--- src/hw/rtl/scx_pkg.sv ---
// Shared widths and controller/datapath handshake types for the sysex codec.
// No dependencies; compile first.
package scx_pkg;

  localparam int unsigned DATA_W = 8;
  localparam int unsigned LOW_W  = 7;
  localparam int unsigned CNT_W  = 3;

  typedef struct packed {
    logic accept;     // take the input item this cycle
    logic emit_hdr;   // load the pack header into the output register
    logic emit_data;  // load the next drained group byte
  } scx_cmd_t;

  typedef struct packed {
    logic emit_now;   // accepted item yields one result directly (unpack)
    logic flush;      // accepted item closes a pack group
    logic drain_done; // current drain byte is the last of the group
  } scx_sts_t;

endpackage

--- src/hw/rtl/scx_ifs.sv ---
// Valid/ready channel interfaces for input items, results and configuration.
// Depends on scx_pkg for widths.
interface scx_in_if;
  logic                       valid;
  logic                       ready;
  logic [scx_pkg::DATA_W-1:0] in_byte;
  logic                       last_in;
  modport source (output valid, in_byte, last_in, input ready);
  modport sink   (input valid, in_byte, last_in, output ready);
endinterface

interface scx_out_if;
  logic                       valid;
  logic                       ready;
  logic [scx_pkg::DATA_W-1:0] out_byte;
  logic                       byte_valid;
  logic                       last_out;
  modport source (output valid, out_byte, byte_valid, last_out, input ready);
  modport sink   (input valid, out_byte, byte_valid, last_out, output ready);
endinterface

interface scx_cfg_if;
  logic valid;
  logic ready;
  logic direction_mode;
  modport source (output valid, direction_mode, input ready);
  modport sink   (input valid, direction_mode, output ready);
endinterface

--- src/hw/rtl/scx_ctrl.sv ---
// Sequencing FSM of the sysex codec: input handshake, group drain, output valid.
// Depends on scx_pkg.
module scx_ctrl (
  input  logic              clk_i,
  input  logic              rst_ni,
  input  logic              in_valid_i,
  output logic              in_ready_o,
  output logic              out_valid_o,
  input  logic              out_ready_i,
  input  scx_pkg::scx_sts_t sts_i,
  output scx_pkg::scx_cmd_t cmd_o
);
  import scx_pkg::*;

  typedef enum logic [1:0] {
    ST_IN,
    ST_HDR,
    ST_DATA
  } state_e;

  state_e state_q, state_d;
  logic   out_valid_q, out_valid_d;
  logic   slot_free;
  logic   load;

  assign slot_free = !out_valid_q || out_ready_i;

  always_comb begin
    cmd_o.accept    = (state_q == ST_IN) && slot_free && in_valid_i;
    cmd_o.emit_hdr  = (state_q == ST_HDR) && slot_free;
    cmd_o.emit_data = (state_q == ST_DATA) && slot_free;
    load = (cmd_o.accept && sts_i.emit_now) || cmd_o.emit_hdr || cmd_o.emit_data;
    if (load) begin
      out_valid_d = 1'b1;
    end else if (out_ready_i) begin
      out_valid_d = 1'b0;
    end else begin
      out_valid_d = out_valid_q;
    end
    state_d = state_q;
    case (state_q)
      ST_IN: begin
        if (cmd_o.accept && sts_i.flush) state_d = ST_HDR;
      end
      ST_HDR: begin
        if (cmd_o.emit_hdr) state_d = ST_DATA;
      end
      ST_DATA: begin
        if (cmd_o.emit_data && sts_i.drain_done) state_d = ST_IN;
      end
      default: state_d = ST_IN;
    endcase
  end

  always_ff @(posedge clk_i or negedge rst_ni) begin
    if (!rst_ni) begin
      state_q     <= ST_IN;
      out_valid_q <= 1'b0;
    end else begin
      state_q     <= state_d;
      out_valid_q <= out_valid_d;
    end
  end

  assign in_ready_o  = (state_q == ST_IN) && slot_free;
  assign out_valid_o = out_valid_q;

endmodule

--- src/hw/rtl/scx_dp.sv ---
// Datapath of the sysex codec: group store, header, counters, output register.
// Depends on scx_pkg.
module scx_dp #(
  parameter int unsigned GROUP_SIZE = 7
) (
  input  logic                       clk_i,
  input  logic                       rst_ni,
  input  logic [scx_pkg::DATA_W-1:0] in_byte_i,
  input  logic                       last_in_i,
  input  logic                       cfg_we_i,
  input  logic                       cfg_mode_i,
  input  scx_pkg::scx_cmd_t          cmd_i,
  output scx_pkg::scx_sts_t          sts_o,
  output logic [scx_pkg::DATA_W-1:0] out_byte_o,
  output logic                       byte_valid_o,
  output logic                       last_out_o
);
  import scx_pkg::*;

  logic [LOW_W-1:0] store_q [GROUP_SIZE];

  logic             mode_q;
  logic             expect_q;
  logic [LOW_W-1:0] header_q;
  logic [CNT_W-1:0] count_q;
  logic [LOW_W-1:0] flush_hdr_q;
  logic [CNT_W-1:0] drain_n_q;
  logic [CNT_W-1:0] rd_q;
  logic             flush_last_q;
  logic [DATA_W-1:0] out_byte_q;
  logic             byte_valid_q;
  logic             last_out_q;

  logic [CNT_W-1:0] idx;
  logic [CNT_W-1:0] idx_inc;
  logic [LOW_W-1:0] hdr_set;
  logic             group_end;

  always_comb begin
    idx       = (count_q >= CNT_W'(GROUP_SIZE)) ? '0 : count_q;
    idx_inc   = idx + CNT_W'(1);
    hdr_set   = header_q | (LOW_W'(in_byte_i[DATA_W-1]) << idx);
    group_end = (idx_inc == CNT_W'(GROUP_SIZE)) || last_in_i;
    sts_o.emit_now   = mode_q && (!expect_q || last_in_i);
    sts_o.flush      = !mode_q && group_end;
    sts_o.drain_done = (rd_q == drain_n_q - CNT_W'(1));
  end

  // Group store has no reset: entries are always written before being drained.
  always_ff @(posedge clk_i) begin
    if (cmd_i.accept && !mode_q) begin
      store_q[idx] <= in_byte_i[LOW_W-1:0];
    end
  end

  always_ff @(posedge clk_i or negedge rst_ni) begin
    if (!rst_ni) begin
      mode_q       <= 1'b0;
      expect_q     <= 1'b1;
      header_q     <= '0;
      count_q      <= '0;
      flush_hdr_q  <= '0;
      drain_n_q    <= '0;
      rd_q         <= '0;
      flush_last_q <= 1'b0;
      out_byte_q   <= '0;
      byte_valid_q <= 1'b0;
      last_out_q   <= 1'b0;
    end else if (cfg_we_i) begin
      mode_q   <= cfg_mode_i;
      expect_q <= 1'b1;
      header_q <= '0;
      count_q  <= '0;
    end else if (cmd_i.accept) begin
      if (mode_q) begin
        if (expect_q) begin
          count_q <= '0;
          if (last_in_i) begin
            // empty end marker
            header_q     <= '0;
            out_byte_q   <= '0;
            byte_valid_q <= 1'b0;
            last_out_q   <= 1'b1;
          end else begin
            header_q <= in_byte_i[LOW_W-1:0];
            expect_q <= 1'b0;
          end
        end else begin
          out_byte_q   <= {header_q[idx], in_byte_i[LOW_W-1:0]};
          byte_valid_q <= 1'b1;
          last_out_q   <= last_in_i;
          if (group_end) begin
            count_q  <= '0;
            expect_q <= 1'b1;
            if (last_in_i) header_q <= '0;
          end else begin
            count_q <= idx_inc;
          end
        end
      end else if (group_end) begin
        flush_hdr_q  <= hdr_set;
        header_q     <= '0;
        count_q      <= '0;
        drain_n_q    <= idx_inc;
        flush_last_q <= last_in_i;
        rd_q         <= '0;
      end else begin
        header_q <= hdr_set;
        count_q  <= idx_inc;
      end
    end else if (cmd_i.emit_hdr) begin
      out_byte_q   <= {1'b0, flush_hdr_q};
      byte_valid_q <= 1'b1;
      last_out_q   <= 1'b0;
      rd_q         <= '0;
    end else if (cmd_i.emit_data) begin
      out_byte_q   <= {1'b0, store_q[rd_q]};
      byte_valid_q <= 1'b1;
      last_out_q   <= flush_last_q && sts_o.drain_done;
      rd_q         <= rd_q + CNT_W'(1);
    end
  end

  assign out_byte_o   = out_byte_q;
  assign byte_valid_o = byte_valid_q;
  assign last_out_o   = last_out_q;

endmodule

--- src/hw/rtl/sysex_seven_bit_codec.sv ---
// MIDI sysex 7-bit codec: packs raw bytes into header+7-bit groups or unpacks them.
// Unpack: one item per cycle while the output is free; a data result shows the cycle
// after acceptance. Pack: a closing byte holds off input while the header and its n
// bytes (n <= GROUP_SIZE) drain serially through the single output register.
// Reset: pack mode, awaiting header, empty group, no result pending; store contents
// are undefined and need no clearing pass.
module sysex_seven_bit_codec #(
  parameter int unsigned GROUP_SIZE = 7
) (
  input  logic clk_i,
  input  logic rst_ni,
  scx_in_if.sink    in_ch,
  scx_out_if.source out_ch,
  scx_cfg_if.sink   cfg_ch
);
  import scx_pkg::*;

  scx_cmd_t cmd;
  scx_sts_t sts;
  logic     cfg_we;

  // User writes configuration only while idle (unchecked here), so always take it.
  assign cfg_ch.ready = 1'b1;
  assign cfg_we       = cfg_ch.valid;

  // Sequence input acceptance, group drain and output valid.
  scx_ctrl u_ctrl (
    .clk_i       (clk_i),
    .rst_ni      (rst_ni),
    .in_valid_i  (in_ch.valid),
    .in_ready_o  (in_ch.ready),
    .out_valid_o (out_ch.valid),
    .out_ready_i (out_ch.ready),
    .sts_i       (sts),
    .cmd_o       (cmd)
  );

  // Hold group bytes, header and counters; drive the result register.
  scx_dp #(
    .GROUP_SIZE (GROUP_SIZE)
  ) u_dp (
    .clk_i        (clk_i),
    .rst_ni       (rst_ni),
    .in_byte_i    (in_ch.in_byte),
    .last_in_i    (in_ch.last_in),
    .cfg_we_i     (cfg_we),
    .cfg_mode_i   (cfg_ch.direction_mode),
    .cmd_i        (cmd),
    .sts_o        (sts),
    .out_byte_o   (out_ch.out_byte),
    .byte_valid_o (out_ch.byte_valid),
    .last_out_o   (out_ch.last_out)
  );

endmodule
--- src/flat_wrapper.sv ---
// flat-port wrapper written by rule: the top's interface ports become plain ports
module sysex_seven_bit_codec_flat import scx_pkg::*;
#(
  parameter int unsigned GROUP_SIZE = 7
)
  (clk_i, rst_ni, in_ch_valid, in_ch_in_byte, in_ch_last_in, in_ch_ready, out_ch_valid, out_ch_out_byte, out_ch_byte_valid, out_ch_last_out, out_ch_ready, cfg_ch_valid, cfg_ch_direction_mode, cfg_ch_ready);
  scx_in_if in_ch_i ();
  scx_out_if out_ch_i ();
  scx_cfg_if cfg_ch_i ();
  input  logic clk_i;
  input  logic rst_ni;
  input wire logic [$bits(in_ch_i.valid)-1:0] in_ch_valid;
  input wire logic [$bits(in_ch_i.in_byte)-1:0] in_ch_in_byte;
  input wire logic [$bits(in_ch_i.last_in)-1:0] in_ch_last_in;
  output wire logic [$bits(in_ch_i.ready)-1:0] in_ch_ready;
  output wire logic [$bits(out_ch_i.valid)-1:0] out_ch_valid;
  output wire logic [$bits(out_ch_i.out_byte)-1:0] out_ch_out_byte;
  output wire logic [$bits(out_ch_i.byte_valid)-1:0] out_ch_byte_valid;
  output wire logic [$bits(out_ch_i.last_out)-1:0] out_ch_last_out;
  input wire logic [$bits(out_ch_i.ready)-1:0] out_ch_ready;
  input wire logic [$bits(cfg_ch_i.valid)-1:0] cfg_ch_valid;
  input wire logic [$bits(cfg_ch_i.direction_mode)-1:0] cfg_ch_direction_mode;
  output wire logic [$bits(cfg_ch_i.ready)-1:0] cfg_ch_ready;
  assign in_ch_i.valid = in_ch_valid;
  assign in_ch_i.in_byte = in_ch_in_byte;
  assign in_ch_i.last_in = in_ch_last_in;
  assign in_ch_ready = in_ch_i.ready;
  assign out_ch_valid = out_ch_i.valid;
  assign out_ch_out_byte = out_ch_i.out_byte;
  assign out_ch_byte_valid = out_ch_i.byte_valid;
  assign out_ch_last_out = out_ch_i.last_out;
  assign out_ch_i.ready = out_ch_ready;
  assign cfg_ch_i.valid = cfg_ch_valid;
  assign cfg_ch_i.direction_mode = cfg_ch_direction_mode;
  assign cfg_ch_ready = cfg_ch_i.ready;
  sysex_seven_bit_codec #(.GROUP_SIZE(GROUP_SIZE)) u_core (.clk_i(clk_i), .rst_ni(rst_ni), .in_ch(in_ch_i), .out_ch(out_ch_i), .cfg_ch(cfg_ch_i));
endmodule
--- config.mk ---
export PLATFORM = sky130hd
export DESIGN_NAME = sysex_seven_bit_codec_flat
export DESIGN_NICKNAME = d
export VERILOG_FILES = /design/src/hw/rtl/scx_pkg.sv /design/src/hw/rtl/scx_ifs.sv /design/src/hw/rtl/scx_ctrl.sv /design/src/hw/rtl/scx_dp.sv /design/src/hw/rtl/sysex_seven_bit_codec.sv /design/src/flat_wrapper.sv
export SDC_FILE = /design/constraint.sdc
export NUM_CORES = 1
export LEC_CHECK = 0
export BUFFER_PORTS_ARGS = -buffer_cell sky130_fd_sc_hd__buf_2
export CORE_ASPECT_RATIO = 0.6
export CORE_MARGIN = 2
export CORE_UTILIZATION = 50
export CTS_CLUSTER_SIZE = 10
export DETAILED_ROUTE_END_ITERATION = 7
export PLACE_DENSITY = 0.7
export SLEW_MARGIN = 10
export SYNTH_ARGS = -nofsm -noshare
export SYNTH_HDL_FRONTEND = slang
export SYNTH_SLANG_ARGS = --single-unit
--- constraint.sdc ---
create_clock -name clk_i -period 2.5 [get_ports clk_i]
set_clock_uncertainty 0.15 [all_clocks]
set_input_delay 0.625 -clock clk_i [delete_from_list [all_inputs] [get_ports clk_i]]
set_output_delay 0.625 -clock clk_i [all_outputs]
set_load 0.03 [all_outputs]
==> impl_metrics.py <==
metrics = {
    "grt": {
        "antenna_found_initial": 0,
        "grt_usage_pct": 24.4,
        "grt_pass1_vias": 2836,
        "grt_pass1_wl_um": 15900,
        "grt_max_degree": 33,
        "grt-ovfl-total": 0,
    },
    "timing": {
        "setup_tns_ns": 0,
        "setup_viol": 0,
        "rsz0062_at_grt": "no",
        "tightest_slew_ns": 0.734,
        "maxSlewHeadroom_pct": 51.1,
        "hold_viol": 0,
        "fin_crit_sh_pct": 92.3,
        "fin_crit_ns": 2.31,
        "maxSlewViolCount": 0,
        "max_freq_ghz": 0.434,
    },
    "critical_path": {
        "r2r-start": "u_core.u_dp.count_q[0]",
        "cp.arrival_ns": 2.39,
        "ff2ff_path_depth": 6,
        "regToRegEndpoint": "u_core.u_dp.flush_hdr_q[4]",
        "worstSetupStartpointType": "register",
        "cp_cell_sequence": "ha_1, nand2b_2, mux2i_2, a21oi_1, or2_1, mux2_4",
        "rrSetupSlack_ns": 0.19,
        "crit_path_max_fanout": 11,
        "end_kind": "register",
        "path_class": "reg2reg",
        "critical_path.top_delay_family": "simple AND/OR/NAND/NOR gates",
        "critPathRequiredTime_ns": 2.58,
        "crit_buf_inv": 0,
        "critPathMaxStageDelay_ns": 0.41,
        "crit_path_top_delay_cell": "or2_1",
    },
    "power_and_ir_drop": {
        "p_int_uw": 3250,
        "p_per_area_nw_per_um2": 1010,
        "vdd_drop_max_mv": 0.424,
        "power_frac_seq_pct": 40.0,
        "swShare_pct": 33.2,
        "pwr-share-comb_pct": 30.8,
        "p_leak_uw": 0.00188,
        "power_switching_uw": 1620,
        "clkPwrFrac_pct": 29.2,
    },
    "cells_and_area": {
        "fillers": 645,
        "final_nets": 404,
        "diodes": 0,
        "area_growth_pct": 15.3,
        "final_cell_area_um2": 4800,
        "drive_above_1_share_pct": 23.3,
    },
    "placement": {
        "dp_hpwl_um": 7210,
        "io_buffers": 26,
        "dpl_cell_area_um2": 4480,
        "routabilityCongestion": 1.00,
    },
    "synthesis": {
        "syn-num-nets": 367,
        "syn_area_um2": 4170,
        "yosysWarnings": 0,
        "synth_seq_cells": 88,
        "synth_edf_count": 49,
        "synthArstFlopShare_pct": 44.3,
        "ys_seq_area_share_pct": 58.8,
        "synth.distinct_cells": 61,
        "synth_ff_type": "edfxtp_1",
        "synth_cells": 348,
        "syn_avg_cell_area_um2": 12.0,
    },
    "die": {
        "die_h_um": 74.7,
        "die_area_um2": 9100,
        "design.portCount": 28,
        "die_w_um": 122,
        "rows": 25,
        "start_util_pct": 52.2,
        "coreArea_um2": 7980,
    },
    "clock_network": {
        "clk_latency_ns": 0.35,
        "path_clk_slew_ns": 0.06,
        "cts_tree": "yes",
        "cts_resized": 0,
        "postCtsHoldBufs": 0,
        "cts_setup_buffers": 0,
        "clk_root_buffer_cell": "clkbuf_16",
        "cts_buffers": 9,
        "h-tree-depth": 3,
        "clk_path_buf_depth": 2,
        "cts_num_sinks": 88,
    },
    "routing": {
        "drc": 0,
        "avgViaCountPerCell": 6.07,
        "first_pass_iters": 5,
        "ant_nets": 0,
        "vias": 3022,
        "avgRoutedWirePerCell_um": 20.1,
        "drt_iter0_markers": 428,
        "drt-total-wl_um": 10000,
    },
    "run": {
        "maxCapViolCount": 0,
    },
    "worst_hold_path": {
        "min_path_type": "in2async",
    },
    "run_status": {
        "status": "finished, final reports clean",
    },
}
cell families after synthesis:
group | synth area share [%]
DFF | 58.8
and+or+nand+nor | 12.0
adders and majority gates | 1.20
xor gates and xnor gates | 1.05
buffers and inverters | 3.60
muxes | 7.87
AOI/OAI and AO/OA | 15.4
other | 0.0900
synthesized netlist by cell type (3+ instances only):
master	n	area share [%]
o21bai_1	4	0.72
a221o_1	4	0.96
clkbuf_1	8	0.72
buf_2	6	0.72
nand2b_1	6	0.90
dfrtp_1	38	23
o21ai_0	30	3.6
mux4_2	7	3.8
a31oi_1	8	1.2
and3_1	6	0.90
a21oi_1	12	1.4
nand3_1	5	0.60
ha_1	4	1.2
o31a_1	3	0.63
mux2_4	3	1.1
mux2i_1	8	1.9
nor2_1	21	1.9
buf_4	5	0.90
mux2_2	3	0.81
nand2_1	37	3.3
o21a_1	3	0.54
xnor2_1	4	0.84
nor3_1	10	1.2
o211ai_1	9	1.6
edfxtp_1	49	35
inv_1	7	0.63
a21o_1	8	1.4
sequential cells by signal, indices dropped and copies added (netlist names):
signal / count
u_core.u_dp.out_byte_o: 8
u_core.u_dp.rd_q: 3
u_core.u_dp.drain_n_q: 3
u_core.u_dp.header_q: 7
u_core.u_dp.mode_q: 1
u_core.u_dp.last_out_o: 1
u_core.u_dp.store_q: 49
u_core.u_dp.count_q: 3
u_core.u_dp.flush_hdr_q: 7
u_core.u_dp.flush_last_q: 1
u_core.u_dp.expect_q: 1
u_core.u_ctrl.state_q: 2
u_core.u_ctrl.out_valid_o: 1
u_core.u_dp.byte_valid_o: 1
area by class of cell:
| cell class | count | area (um^2) | share of cell area [%] |
|---|---|---|---|
| Clock buffer | 10 | 229 | 4.77 |
| Clock inverter | 6 | 85.1 | 1.77 |
| Inverter | 7 | 26.3 | 0.547 |
| Multi-Input combinational cell | 231 | 1580 | 32.9 |
| Sequential cell | 88 | 2450 | 51.0 |
| Tap cell | 108 | 135 | 2.81 |
| Timing Repair Buffer | 48 | 295 | 6.15 |
layout by cell type (no fill, tap or decap), drive strengths merged, types with 9 or more instances in the layout:
cell | synthesis | layout
edfxtp | 49 | 49
buf | 14 | 48
nand2 | 39 | 39
dfrtp | 38 | 38
o21ai | 30 | 30
nor2 | 22 | 22
a21oi | 13 | 13
nor3 | 10 | 10
clkbuf | 8 | 10
o211ai | 9 | 9
metrics by stage:
step | utilization [%] | hold slack [ns] | total power (uW) | setup slack, ns | instances
6_report | 60.2 | 0.188 | 4860 | 0.194 | 498
2_1_floorplan | - | 0.179 | 3000 | 0.0309 | 348
5_1_grt | 60.2 | 0.249 | 5090 | 0.0680 | 498
4_1_cts | 60.1 | 0.209 | 4880 | 0.178 | 498
3_5_place_dp | 56.2 | 0.329 | 3450 | 0.0638 | 482
3_3_place_gp | 56.2 | 0.320 | 3410 | 0.120 | 482
worst max-delay path by stage:
stage | depth (start not counted) | end | startpoint
final | 6 | u_core.u_dp.flush_hdr_q[4] | u_core.u_dp.count_q[0]
after CTS | 6 | u_core.u_dp.flush_hdr_q[4] | u_core.u_dp.count_q[0]
after global routing | 6 | u_core.u_dp.flush_hdr_q[4] | u_core.u_dp.count_q[0]
after global placement | 6 | u_core.u_dp.flush_last_q | out_ch_ready
after detailed placement | 6 | u_core.u_dp.flush_last_q | out_ch_ready
after floorplan | 4 | u_core.u_dp.store_q[2][0] | u_core.u_ctrl.out_valid_o
per-layer routing:
metal,up-vias,track usage (%),wire [um]
met3,15,9.09,1110
li1,1371,-,-
met1,1470,37.4,4800
met2,166,32.8,3960
met5,-,0,0
met4,0,5.62,141
power groups by stage:
stage	registers, uW	clock network, uW	logic (uW)
finish	1940	1420	1500
global route	1970	1510	1620
CTS	1940	1440	1490
detailed placement	1970	0	1480
global placement	1960	0	1450
floorplan	2020	0	975
Power figures use the tool's default switching activity.
